[config.mk]
export PLATFORM = sky130hd
export DESIGN_NAME = max_frequency_stack_core_flat
export DESIGN_NICKNAME = d
export VERILOG_FILES = /design/src/hdl/fst_pkg.sv /design/src/hdl/fst_in_if.sv /design/src/hdl/fst_out_if.sv /design/src/hdl/fst_mem.sv /design/src/hdl/fst_ctrl.sv /design/src/hdl/max_frequency_stack_core.sv /design/src/flat_wrapper.sv
export SDC_FILE = /design/constraint.sdc
export NUM_CORES = 2
export LEC_CHECK = 0
export BUFFER_PORTS_ARGS = -buffer_cell sky130_fd_sc_hd__buf_2
export CAP_MARGIN = 20
export CORE_MARGIN = 8
export CORE_UTILIZATION = 45
export DETAILED_ROUTE_END_ITERATION = 7
export PLACE_DENSITY = 0.61
export SYNTH_ARGS = -nofsm -noshare
export SYNTH_HDL_FRONTEND = slang
export SYNTH_SLANG_ARGS = --single-unit
[constraint.sdc]
create_clock -name clk -period 6.35 [get_ports clk]
set_input_delay 0.9525 -clock clk [delete_from_list [all_inputs] [get_ports clk]]
set_output_delay 0.9525 -clock clk [all_outputs]
set_load 0.05 [all_outputs]
[src/hdl/fst_pkg.sv]
package fst_pkg;

  localparam int CAPACITY_DEF = 64;
  localparam int VALUE_W = 32;
  localparam int HELD_W = 7;

  localparam logic MODE_PUSH = 1'b0;
  localparam logic MODE_POP = 1'b1;

  localparam logic signed [VALUE_W-1:0] EMPTY_VALUE = -32'sd1;
  localparam logic signed [VALUE_W-1:0] PUSH_VALUE = 32'sd0;

  typedef enum logic [1:0] {
    ST_PUSH_OK   = 2'd0,
    ST_POP_OK    = 2'd1,
    ST_POP_EMPTY = 2'd2,
    ST_PUSH_FULL = 2'd3
  } status_t;

  typedef enum logic [1:0] {
    S_IDLE,
    S_SCAN,
    S_SHIFT,
    S_FINISH
  } seq_state_t;

  typedef struct packed {
    logic signed [VALUE_W-1:0] popped_value;
    status_t                   status;
    logic [HELD_W-1:0]         held_count;
  } result_t;

endpackage

[src/hdl/fst_in_if.sv]
interface fst_in_if;
  logic               valid;
  logic               ready;
  logic               mode;
  logic signed [31:0] value;

  modport source (output valid, output mode, output value, input ready);
  modport sink (input valid, input mode, input value, output ready);
endinterface

[src/hdl/fst_out_if.sv]
interface fst_out_if;
  logic               valid;
  logic               ready;
  logic signed [31:0] popped_value;
  logic [1:0]         status;
  logic [6:0]         held_count;

  modport source (output valid, output popped_value, output status, output held_count,
                  input ready);
  modport sink (input valid, input popped_value, input status, input held_count,
                output ready);
endinterface

[src/hdl/fst_mem.sv]
module fst_mem #(
  parameter int DEPTH = 64,
  parameter int AW = 6,
  parameter int DW = 39
) (
  input  logic          clk,
  input  logic          we,
  input  logic [AW-1:0] waddr,
  input  logic [DW-1:0] wdata,
  input  logic          re,
  input  logic [AW-1:0] raddr,
  output logic [DW-1:0] rdata
);

  logic [DW-1:0] mem [DEPTH];

  always_ff @(posedge clk) begin
    if (we) begin
      mem[waddr] <= wdata;
    end
  end

  always_ff @(posedge clk) begin
    if (re) begin
      rdata <= mem[raddr];
    end
  end

endmodule

[src/hdl/fst_ctrl.sv]
module fst_ctrl #(
  parameter int CAPACITY = fst_pkg::CAPACITY_DEF,
  parameter int AW = $clog2(CAPACITY),
  parameter int CW = $clog2(CAPACITY + 1)
) (
  input  logic                   clk,
  input  logic                   rst,
  fst_in_if.sink                 req,
  output logic                   res_valid,
  input  logic                   res_free,
  output fst_pkg::result_t       res,
  output logic                   mem_we,
  output logic [AW-1:0]          mem_waddr,
  output logic [32+CW-1:0]       mem_wdata,
  output logic                   mem_re,
  output logic [AW-1:0]          mem_raddr,
  input  logic [32+CW-1:0]       mem_rdata
);
  import fst_pkg::*;

  seq_state_t state, state_next;

  logic                      op;
  logic signed [VALUE_W-1:0] val;
  logic [CW-1:0]             count;
  logic [CW-1:0]             max_level;
  logic [CW-1:0]             idx;
  logic                      pend;
  logic [AW-1:0]             pidx;
  logic [CW-1:0]             copies;
  logic                      found;
  logic                      multi;
  logic [AW-1:0]             pos;
  logic signed [VALUE_W-1:0] hit_value;
  status_t                   status;

  logic                      accept;
  logic                      full;
  logic                      issue;
  logic                      walk_done;
  logic [VALUE_W-1:0]        rd_value;
  logic [CW-1:0]             rd_level;
  logic [CW-1:0]             new_level;

  assign accept    = req.valid && req.ready;
  assign full      = count >= CW'(CAPACITY);
  assign issue     = (state == S_SCAN || state == S_SHIFT) && idx < count;
  assign walk_done = !pend && idx >= count;
  assign rd_value  = mem_rdata[CW +: VALUE_W];
  assign rd_level  = mem_rdata[CW-1:0];
  assign new_level = copies + 1'b1;

  always_comb begin
    state_next = state;
    case (state)
      S_IDLE: begin
        if (accept) begin
          if ((req.mode == MODE_PUSH && full) || (req.mode == MODE_POP && count == '0)) begin
            state_next = S_FINISH;
          end else begin
            state_next = S_SCAN;
          end
        end
      end
      S_SCAN: begin
        if (walk_done) begin
          if (op == MODE_POP && found) begin
            state_next = S_SHIFT;
          end else begin
            state_next = S_FINISH;
          end
        end
      end
      S_SHIFT: begin
        if (walk_done) begin
          state_next = S_FINISH;
        end
      end
      S_FINISH: begin
        if (res_free) begin
          state_next = S_IDLE;
        end
      end
      default: state_next = S_IDLE;
    endcase
  end

  always_comb begin
    req.ready = (state == S_IDLE);
    res_valid = (state == S_FINISH);
    res.popped_value = hit_value;
    res.status = status;
    res.held_count = HELD_W'(count);
    mem_re = issue;
    mem_raddr = idx[AW-1:0];
    mem_we = 1'b0;
    mem_waddr = count[AW-1:0];
    mem_wdata = {val, new_level};
    case (state)
      S_SCAN: begin
        mem_we = walk_done && op == MODE_PUSH;
      end
      S_SHIFT: begin
        mem_we = pend;
        mem_waddr = pidx - 1'b1;
        mem_wdata = mem_rdata;
      end
      default: begin
        mem_we = 1'b0;
      end
    endcase
  end

  always_ff @(posedge clk) begin
    if (rst) begin
      state <= S_IDLE;
    end else begin
      state <= state_next;
    end
  end

  always_ff @(posedge clk) begin
    if (rst) begin
      count <= '0;
      max_level <= '0;
      pend <= 1'b0;
    end else begin
      case (state)
        S_IDLE: begin
          if (accept) begin
            op <= req.mode;
            val <= req.value;
            idx <= '0;
            pend <= 1'b0;
            copies <= '0;
            found <= 1'b0;
            multi <= 1'b0;
            if (req.mode == MODE_PUSH) begin
              status <= full ? ST_PUSH_FULL : ST_PUSH_OK;
              hit_value <= PUSH_VALUE;
            end else begin
              status <= ST_POP_EMPTY;
              hit_value <= EMPTY_VALUE;
            end
          end
        end
        S_SCAN: begin
          pend <= issue;
          if (issue) begin
            pidx <= idx[AW-1:0];
            idx <= idx + 1'b1;
          end
          if (pend) begin
            if (op == MODE_PUSH) begin
              if (rd_value == val) begin
                copies <= copies + 1'b1;
              end
            end else if (rd_level == max_level) begin
              found <= 1'b1;
              multi <= found;
              pos <= pidx;
              hit_value <= rd_value;
            end
          end
          if (walk_done) begin
            if (op == MODE_PUSH) begin
              count <= count + 1'b1;
              if (new_level > max_level) begin
                max_level <= new_level;
              end
            end else if (found) begin
              idx <= CW'(pos) + 1'b1;
              pend <= 1'b0;
            end
          end
        end
        S_SHIFT: begin
          pend <= issue;
          if (issue) begin
            pidx <= idx[AW-1:0];
            idx <= idx + 1'b1;
          end
          if (walk_done) begin
            count <= count - 1'b1;
            status <= ST_POP_OK;
            if (!multi && max_level != '0) begin
              max_level <= max_level - 1'b1;
            end
          end
        end
        default: begin
          pend <= 1'b0;
        end
      endcase
    end
  end

  a_count_bound: assert property (@(posedge clk) disable iff (rst)
    count <= CW'(CAPACITY))
    else $error("entry count above capacity");

  a_level_bound: assert property (@(posedge clk) disable iff (rst)
    max_level <= count)
    else $error("max level above entry count");

  a_hold_result: assert property (@(posedge clk) disable iff (rst)
    state == S_FINISH && !res_free |=> state == S_FINISH && $stable(res))
    else $error("result lost while output busy");

  a_write_phase: assert property (@(posedge clk) disable iff (rst)
    mem_we |-> (state == S_SCAN || state == S_SHIFT))
    else $error("memory write outside scan or shift");

  a_no_overlap: assert property (@(posedge clk) disable iff (rst)
    mem_we && mem_re |-> mem_waddr != mem_raddr)
    else $error("read and write hit same entry");

endmodule

[src/hdl/max_frequency_stack_core.sv]
// frequency stack of 32-bit signed values
// req channel: mode 0 pushes value, mode 1 pops the most frequent value,
// ties broken toward the most recently pushed entry
// rsp channel: one word per request with popped_value, status and
// held_count (entries held after the request, modulo 128)
// status: 0 push ok, 1 pop ok, 2 pop on empty, 3 push dropped (full)
// entries live in one memory of CAPACITY words with a registered read;
// a walk makes one memory read per cycle; a push walks the held entries
// once; a pop walks them once to find its entry, then walks the entries
// after it in a second pass that moves them down to close the gap
// empty pop or full push: no walk of the memory
// one request is in work at a time; req.ready is high only when idle
// rsp is held in an output register; while the receiver stalls the next
// finished word waits in the sequencer and no new request is taken
// reset (rst, synchronous) empties the stack at once, no clearing pass
module max_frequency_stack_core #(
  parameter int CAPACITY = fst_pkg::CAPACITY_DEF
) (
  input logic       clk,
  input logic       rst,
  fst_in_if.sink    req,
  fst_out_if.source rsp
);
  import fst_pkg::*;

  localparam int AW = $clog2(CAPACITY);
  localparam int CW = $clog2(CAPACITY + 1);
  localparam int DW = VALUE_W + CW;

  result_t       res;
  logic          res_valid;
  logic          res_free;
  logic          mem_we;
  logic [AW-1:0] mem_waddr;
  logic [DW-1:0] mem_wdata;
  logic          mem_re;
  logic [AW-1:0] mem_raddr;
  logic [DW-1:0] mem_rdata;

  assign res_free = !rsp.valid || rsp.ready;

  fst_ctrl #(
    .CAPACITY(CAPACITY),
    .AW(AW),
    .CW(CW)
  ) u_ctrl (
    .clk(clk),
    .rst(rst),
    .req(req),
    .res_valid(res_valid),
    .res_free(res_free),
    .res(res),
    .mem_we(mem_we),
    .mem_waddr(mem_waddr),
    .mem_wdata(mem_wdata),
    .mem_re(mem_re),
    .mem_raddr(mem_raddr),
    .mem_rdata(mem_rdata)
  );

  fst_mem #(
    .DEPTH(CAPACITY),
    .AW(AW),
    .DW(DW)
  ) u_mem (
    .clk(clk),
    .we(mem_we),
    .waddr(mem_waddr),
    .wdata(mem_wdata),
    .re(mem_re),
    .raddr(mem_raddr),
    .rdata(mem_rdata)
  );

  always_ff @(posedge clk) begin
    if (rst) begin
      rsp.valid <= 1'b0;
    end else if (res_valid && res_free) begin
      rsp.valid <= 1'b1;
    end else if (rsp.ready) begin
      rsp.valid <= 1'b0;
    end
  end

  always_ff @(posedge clk) begin
    if (res_valid && res_free) begin
      rsp.popped_value <= res.popped_value;
      rsp.status <= res.status;
      rsp.held_count <= res.held_count;
    end
  end

endmodule
[src/flat_wrapper.sv]
// flat-port wrapper written by rule: the top's interface ports become plain ports
module max_frequency_stack_core_flat import fst_pkg::*;
#(
  parameter int CAPACITY = fst_pkg::CAPACITY_DEF
)
  (clk, rst, req_valid, req_mode, req_value, req_ready, rsp_valid, rsp_popped_value, rsp_status, rsp_held_count, rsp_ready);
  fst_in_if req_i ();
  fst_out_if rsp_i ();
  input logic clk;
  input logic rst;
  input wire logic [$bits(req_i.valid)-1:0] req_valid;
  input wire logic [$bits(req_i.mode)-1:0] req_mode;
  input wire logic [$bits(req_i.value)-1:0] req_value;
  output wire logic [$bits(req_i.ready)-1:0] req_ready;
  output wire logic [$bits(rsp_i.valid)-1:0] rsp_valid;
  output wire logic [$bits(rsp_i.popped_value)-1:0] rsp_popped_value;
  output wire logic [$bits(rsp_i.status)-1:0] rsp_status;
  output wire logic [$bits(rsp_i.held_count)-1:0] rsp_held_count;
  input wire logic [$bits(rsp_i.ready)-1:0] rsp_ready;
  assign req_i.valid = req_valid;
  assign req_i.mode = req_mode;
  assign req_i.value = req_value;
  assign req_ready = req_i.ready;
  assign rsp_valid = rsp_i.valid;
  assign rsp_popped_value = rsp_i.popped_value;
  assign rsp_status = rsp_i.status;
  assign rsp_held_count = rsp_i.held_count;
  assign rsp_i.ready = rsp_ready;
  max_frequency_stack_core #(.CAPACITY(CAPACITY)) u_core (.clk(clk), .rst(rst), .req(req_i), .rsp(rsp_i));
endmodule
---- After elaboration in Yosys (flattened, before gate mapping) ----
Memory sizes are Yosys's and may differ from the RTL's. A register that Yosys moved wholly into a read port is not among the register bits.
Cells that the tools add are included.
storage, ports and cells
  memories kept ........................... 1
  bits of input ports ..................... 37
  RAM bits ................................ 2496
  word-level logic and storage cells ...... 141
  flip-flop bits (word level) ............. 154
memory list
  memory            words  bits a word  rd ports  clocked after Yosys merged registers in  wr ports  line           source
  u_core.u_mem.mem  64     39           1         1                                        1         fst_mem.sv:15  logic [DW-1:0] mem [DEPTH];
cells by class
  reductions and logical operators ........ 34
  $add $sub $neg .......................... 7
  eq/ne operators ......................... 16
  multiplexer cells ....................... 58
  bitwise operators ....................... 3
  $lt $le $gt $ge ......................... 4
operators by type and width
  kind                 count
  $mux 32              5
  $mux 7               16
  $pmux 32 s2          1
  $pmux 7 s2           3
  $mux 39              1
  $eq 32x32->1         1
  $add 7x1->7 const B  3
  $pmux 7 s3           1
  $mux 2               9
  $reduce_and 6->1     3
  $mux 1               15
  $sub 7x1->7 const B  2
  $ne 2x2->1 const B   6
  $reduce_and 4->1     3
  $ne 2x1->1 const B   5
  $logic_and 1x1->1    9
  $reduce_and 3->1     3
  $pmux 2 s4           1
  $reduce_bool 2->1    4
  $add 6x1->7 const B  1
  $eq 7x7->1           1
  $ge 7x7->1           1
  $ge 7x7->1 const B   1
  $gt 7x7->1           1
  other kinds (17)     26

---- Depth between registers and ports, before layout ----
  depth in word-level cells ............... 8
  gate-level depth with buffers ........... 15
  gate-level depth less buffers ........... 10

---- Modules after synthesis ----
From an unflattened synthesis, not the netlist that was laid out.
second synthesis, totals
  cell total of the unflattened synthesis .. 4740
  area total of the unflattened synthesis .. 103481.7 sq um
modules (own cells, without submodules)
  module                    area an instance (sq um)  cells an instance  times used
  fst_mem                   95831.9                   4102               1
  fst_ctrl                  6363.6                    592                1
  max_frequency_stack_core  1286.2                    46                 1

---- Worst setup path after synthesis ----
OpenSTA, ideal clock, no wires.
  kind .................................... reg2reg
  start point ............................. register u_core.u_ctrl.idx[0]
  end point ............................... memory u_core.u_mem.mem[13][0] (enable)
  required time ........................... 5914 ps
  setup time .............................. 436 ps
  buffers on the path ..................... 6
  setup slack ............................. 1513 ps
  period minus slack after synthesis ...... 4837 ps
  stages on the path, launching flop included .. 15
  data arrival time ....................... 4401 ps
  cell sequence ........................... edfxtp_1 buf_6 buf_12 buf_6 buf_6 buf_6 buf_6 inv_1 ha_1 nor2b_1 o21ai_0 o2bb2ai_1 a32o_1 nand3_1 nor2_1
on the way
  cells in the longest elaborated chain, start to end .. 6
ends and longest elaborated chain
  element                       line             source
  start: declaration            fst_ctrl.sv:27   logic [CW-1:0] idx;
  start signal: assignment      fst_ctrl.sv:151  idx <= idx + 1'b1;
  start signal: assignment      fst_ctrl.sv:172  idx <= CW'(pos) + 1'b1;
  start signal: assignment      fst_ctrl.sv:181  idx <= idx + 1'b1;
  $ge 7x7->1                    fst_ctrl.sv:48   assign walk_done = !pend && idx >= count;
  $logic_and 1x1->1             fst_ctrl.sv:48
  $logic_and 1x1->1             fst_ctrl.sv:101  mem_we = walk_done && op == MODE_PUSH;
  $pmux 1 s2                    fst_ctrl.sv:99   case (state)
  $mux 1                        fst_mem.sv:18    if (we) begin
  $mux 1 (implied by the code)  fst_mem.sv:19    mem[waddr] <= wdata;
  end: declaration              fst_mem.sv:15
Every way passes these cells.

---- Worst setup path after layout ----
  start point ............................. register u_core.u_ctrl.idx[2]
  end point ............................... register u_core.u_mem.rdata[30], read port of u_core.u_mem.mem (data pin)
on the way
  cells in the longest elaborated chain, start to end .. 2
ends and longest elaborated chain
  element            line            source
  $lt 7x7->1         fst_ctrl.sv:47  assign issue = (state == S_SCAN || state == S_SHIFT) && idx < count;
  $logic_and 1x1->1  fst_ctrl.sv:47
  end: declaration   fst_mem.sv:12   output logic [DW-1:0] rdata
Parallel ways exist; a longest one is shown, timed or not.
A chain may end at the register's enable or synchronous reset.

==> results <==
- The flow ran to the end, and the final reports show no timing, DRC or antenna violations.
- The static leakage is 0.03674 uW.
- Entering global routing, the biggest net connects 122 pins.
- The final critical-path share of the clock period is 73.04%.
- The average vias per placed instance is 6.208.
- The post-cts sizing count is 0.
- The net count after synthesis is 4983.
- The clock root buffer is sky130_fd_sc_hd__clkbuf_16.
- The placed instances occupy a cell area of 108700 um2.
- Across the run, the number of max-cap violations was 0.
- Across every metal layer, demand over resource in global routing totals 22.75%.
- CTS saw roughly 2.7k sinks.
- The die span in x is 496.4 um.
- Leaving out filler cells and counting taps, the final layout contains 8441.
- The die covers 246400 um2.
- The post-synthesis async set-or-reset flop share is 0%.
- The top-level I/O count is 80.
- Leaving out fill and tap cells, the most frequent cells in the layout are 2671 x sky130_fd_sc_hd__edfxtp_1, 515 x sky130_fd_sc_hd__mux4_2, 287 x sky130_fd_sc_hd__clkbuf_16.
- Of the synthesized area, sequential elements account for 77.57%.
- The minimum period implied by the final worst setup slack is about 4.6 ns.
- Walking the worst path, the cells encountered are buf_12 > nor2_1 > buf_4 > nand2_1 > o22ai_1 > nor4_1 > o211ai_1 > a211o_1.
- The worst clock skew is between 0.06 and 0.07 ns.
- The number of buffers and inverters on the critical path is 2.
- The number of port buffers is slightly below 80.
- The final layout contains routed wiring with a total length of 285000 um.
- The leftover overflow at the end of global routing is 0.
- Among all stages on the critical path, the largest delay is contributed by sky130_fd_sc_hd__nor4_1.
- The worst hold slack across all endpoints is 0.2192 ns.
- The Yosys step of the flow raised 0 warnings.
- The placed cell count is a little under 8k.
- The pin slew with the least headroom to its limit is 1.218 ns.
- Setup repair after global routing left no endpoint under its margin.
- The final total power is 48030 uW.
- The aggregate negative setup slack is 0 ns.
- After detailed routing, the number of remaining DRC violations is 0.
- The die is 496.4 um tall.
- The hold-fix buffer count after cts is 0.
- The sequential power share is 46.4%.
- The switching share of total power is between 20 and 30%.
- The signal arrival time at the worst endpoint is ~5.3 ns.
- The register bit count reported by yosys is about 2.7k.
- Dividing total power by cell area gives a power density of 409.3 nW/um2.
- From synthesis to final layout, the design area changed by 12.98%.
- For this design the total switching power over the nets is between 10000 and 15000 uW.
- The number of standard-cell rows in the floorplan is 176.
- Of the total power, combinational logic draws 21.3%.
- The final RePlAce weighted congestion is ~0.87.
- The number of flops mapped to enable cells by yosys is 2671.
- The final number of hold-violating endpoints came to 0.
- The CTS tree is done.
- The wire length of the first global-routing pass is 397700 um.
- Clock latency on the worst-skew pair, taken at its later pin, is 0.93 ns.
- The number of iterations in the first detailed-routing pass is 7.
- The delay of the slowest cell on the worst path is 0.98 ns.
- In this run the cell area of the synthesized design comes to 103900 um2.
- In the final layout, the share of cells above drive strength 1 is 23.49%.
- The data required time of the worst path is between 7 and 8 ns.
- In this run the deepest clock path goes through 4 buffers.
- In this run, the number of DRC markers left after iteration 0 of detailed routing was roughly 7k.
- The internal cell power is 33790 uW.
- After synthesis, the mean cell area works out to 21.13 um2.
- The worst max-slew margin expressed relative to the limit is 17.94%.
- The per-cell routed wire length is 33.76 um.
- The worst setup path is launched from a register.
- The number of antenna violations at the first check in global routing came to 17.
- In this run, distinct cell masters in the synthesized netlist total 69.
- The vias after detailed routing is roughly 52k.
- The net count of the finished layout is 5282.
- After clock tree synthesis, the clock-pin slew on the worst setup and hold paths is 0.06 ns.
- In the synthesized netlist the dominant register cell turns out to be sky130_fd_sc_hd__edfxtp_1.
- Along the worst path, the maximum fanout reaches ~100.
- The placed wire-length estimate is 164700 um.
- TritonCTS created 285 clock buffers.
- The critical path class is register to register.
- The upper clock frequency limit is 215.6 MHz.
- The floorplan core area is about 230000 um2.
- The depth of the worst register-to-register path is 8.
- The number of global-route vias before repair came to 51.41k.
- Once the floorplan was initialized, standard cells occupied around 45% of the core.
- The clock tree synthesis step divided the H-tree into 5 levels.
- The count of pins over their slew limit is 0.
- The cell area after layout is about 120000 um2.
- The post-synthesis instance total is 4916.
- The worst setup path is captured at a register.
- Along the worst hold path, the cell count comes to 1.
- The most common cell after layout, fill and taps aside is sky130_fd_sc_hd__edfxtp_1.
- Setup violations remaining at the end of the flow were counted as 0.
- The worst hold-check path type is primary input to register.
- Counting buffers and inverters, the worst setup path is 8 cells deep.
- In this run, the clock network consumes 32.3% of the power.
- In this run the remaining antenna-violating nets after routing total 0.
- In this run the post-CTS setup repair buffer count came out at 0.
- The category of cells accounting for the largest share of critical-path delay is simple AND/OR/NAND/NOR gates.
- The worst-case IR drop observed on VDD is approximately 360 uV.
[power groups by stage]
| stage | sequential, uW | combinational, uW | clock, uW |
|---|---|---|---|
| 2_1_floorplan | 22500 | 5810 | 0 |
| 3_3_place_gp | 22600 | 9950 | 0 |
| 3_5_place_dp | 22600 | 10100 | 0 |
| 4_1_cts | 22300 | 10100 | 15700 |
| 5_1_grt | 22300 | 10700 | 16400 |
| 6_report | 22300 | 10200 | 15500 |
[metrics by stage]
stage               utilization, %  setup WS, ns
global placement             47.32         1.433
floorplan                        -         1.513
CTS                          51.03         1.519
finish                       51.09         1.712
detailed placement           47.35         1.569
global route                 51.08         1.575
[layout make-up]
| cell class | count | area [um2] |
|---|---|---|
| antenna | 13 | 32.53 |
| clock buffer | 344 | 7396 |
| clock inverter | 130 | 1062 |
| fill | 17860 | 112300 |
| inverter | 33 | 126.4 |
| multi-input combinational | 1947 | 22330 |
| sequential | 2689 | 80570 |
| tap | 3026 | 3786 |
| timing repair buffer | 259 | 2037 |
[worst paths after layout]
| check | start | to | slack (ns) |
|---|---|---|---|
| max | u_core.u_ctrl.idx[2]$_DFFE_PP_ | u_core.u_mem.rdata[30]$_DFFE_PN_ | 1.71 |
| min | req_value[22] | u_core.u_ctrl.val[22]$_DFFE_PP_ | 0.22 |
| max reg2reg | u_core.u_ctrl.idx[2]$_DFFE_PP_ | u_core.u_mem.rdata[30]$_DFFE_PN_ | 1.71 |
| min reg2reg | u_core.u_ctrl.hit_value[26]$_DFFE_PP_ | u_core.rsp.popped_value[26]$_DFFE_PP_ | 0.42 |
[logic make-up after synthesis]
family | count (synthesis) | synth area share [%]
AOI/OAI and AO/OA | 516 | 3.371
xor gates and xnor gates | 62 | 0.5228
adders and majority gates | 30 | 0.3686
buffers and inverters | 280 | 1.523
DFF | 2689 | 77.57
muxes | 825 | 14.34
and+or+nand+nor | 514 | 2.303
[worst register-to-register path: stages (launching register included)]
cell	delay [ns]
sky130_fd_sc_hd__edfxtp_1	0.81
sky130_fd_sc_hd__buf_12	0.54
sky130_fd_sc_hd__nor2_1	0.08
sky130_fd_sc_hd__buf_4	0.23
sky130_fd_sc_hd__nand2_1	0.57
sky130_fd_sc_hd__o22ai_1	0.14
sky130_fd_sc_hd__nor4_1	0.98
sky130_fd_sc_hd__o211ai_1	0.62
sky130_fd_sc_hd__a211o_1	0.45
[cells in the mapped netlist (15+ instances only)]
cell type / count / area, um2
sky130_fd_sc_hd__nand3_1: 48 / 240.2
sky130_fd_sc_hd__inv_1: 31 / 116.4
sky130_fd_sc_hd__edfxtp_1: 2671 / 80210
sky130_fd_sc_hd__buf_2: 59 / 295.3
sky130_fd_sc_hd__dfxtp_1: 18 / 360.4
sky130_fd_sc_hd__mux2i_1: 253 / 2532
sky130_fd_sc_hd__o22ai_1: 102 / 638.1
sky130_fd_sc_hd__clkbuf_1: 95 / 356.6
sky130_fd_sc_hd__nor4_1: 19 / 118.9
sky130_fd_sc_hd__and3_1: 15 / 93.84
sky130_fd_sc_hd__ha_1: 29 / 362.9
sky130_fd_sc_hd__o221ai_1: 26 / 227.7
sky130_fd_sc_hd__xnor2_1: 27 / 236.5
sky130_fd_sc_hd__a21oi_1: 85 / 425.4
sky130_fd_sc_hd__buf_6: 42 / 473.0
sky130_fd_sc_hd__nand4_1: 21 / 131.4
sky130_fd_sc_hd__mux2_2: 49 / 551.8
sky130_fd_sc_hd__mux4_2: 515 / 11600
sky130_fd_sc_hd__a22oi_1: 119 / 893.4
sky130_fd_sc_hd__o21ai_0: 51 / 255.2
sky130_fd_sc_hd__nor2_1: 148 / 555.5
sky130_fd_sc_hd__buf_1: 24 / 90.09
sky130_fd_sc_hd__xor2_1: 35 / 306.5
sky130_fd_sc_hd__nor2b_1: 17 / 106.4
sky130_fd_sc_hd__nand2_1: 154 / 578.1
sky130_fd_sc_hd__and2_1: 20 / 125.1
sky130_fd_sc_hd__buf_4: 23 / 172.7
sky130_fd_sc_hd__a211oi_1: 20 / 150.1
sky130_fd_sc_hd__nor3_1: 27 / 135.1
sky130_fd_sc_hd__a31oi_1: 24 / 150.1
[routing by layer]
| metal | share of wire [%] | track usage [%] | routed length (um) | vias up |
|---|---|---|---|---|
| met3 | 11 | 5.526 | 29940 | 444 |
| met2 | 45 | 34.37 | 128600 | 2906 |
| li1 | - | - | - | 21170 |
| met1 | 41 | 32.84 | 116400 | 27870 |
| met4 | 3.4 | 7.458 | 9808 | 6 |
| met5 | 0.093 | 0 | 264 | - |
[state kept, by name, indices dropped and copies added (netlist names)]
register and count:
u_core.rsp.popped_value 32, u_core.u_ctrl.idx 7, u_core.u_mem.rdata 39, u_core.rsp.held_count 7, u_core.u_mem.mem 2496, u_core.u_ctrl.pidx 6
u_core.u_ctrl.pend 1, u_core.u_ctrl.max_level 7, u_core.u_ctrl.op 1, u_core.rsp.status 2, u_core.u_ctrl.multi 1, u_core.u_ctrl.copies 7
u_core.rsp.valid 1, u_core.u_ctrl.status 2, u_core.u_ctrl.val 32, u_core.u_ctrl.count 7, u_core.u_ctrl.found 1, u_core.u_ctrl.hit_value 32
u_core.u_ctrl.pos 6, u_core.u_ctrl.state 2
Power figures use the tool's default switching activity.
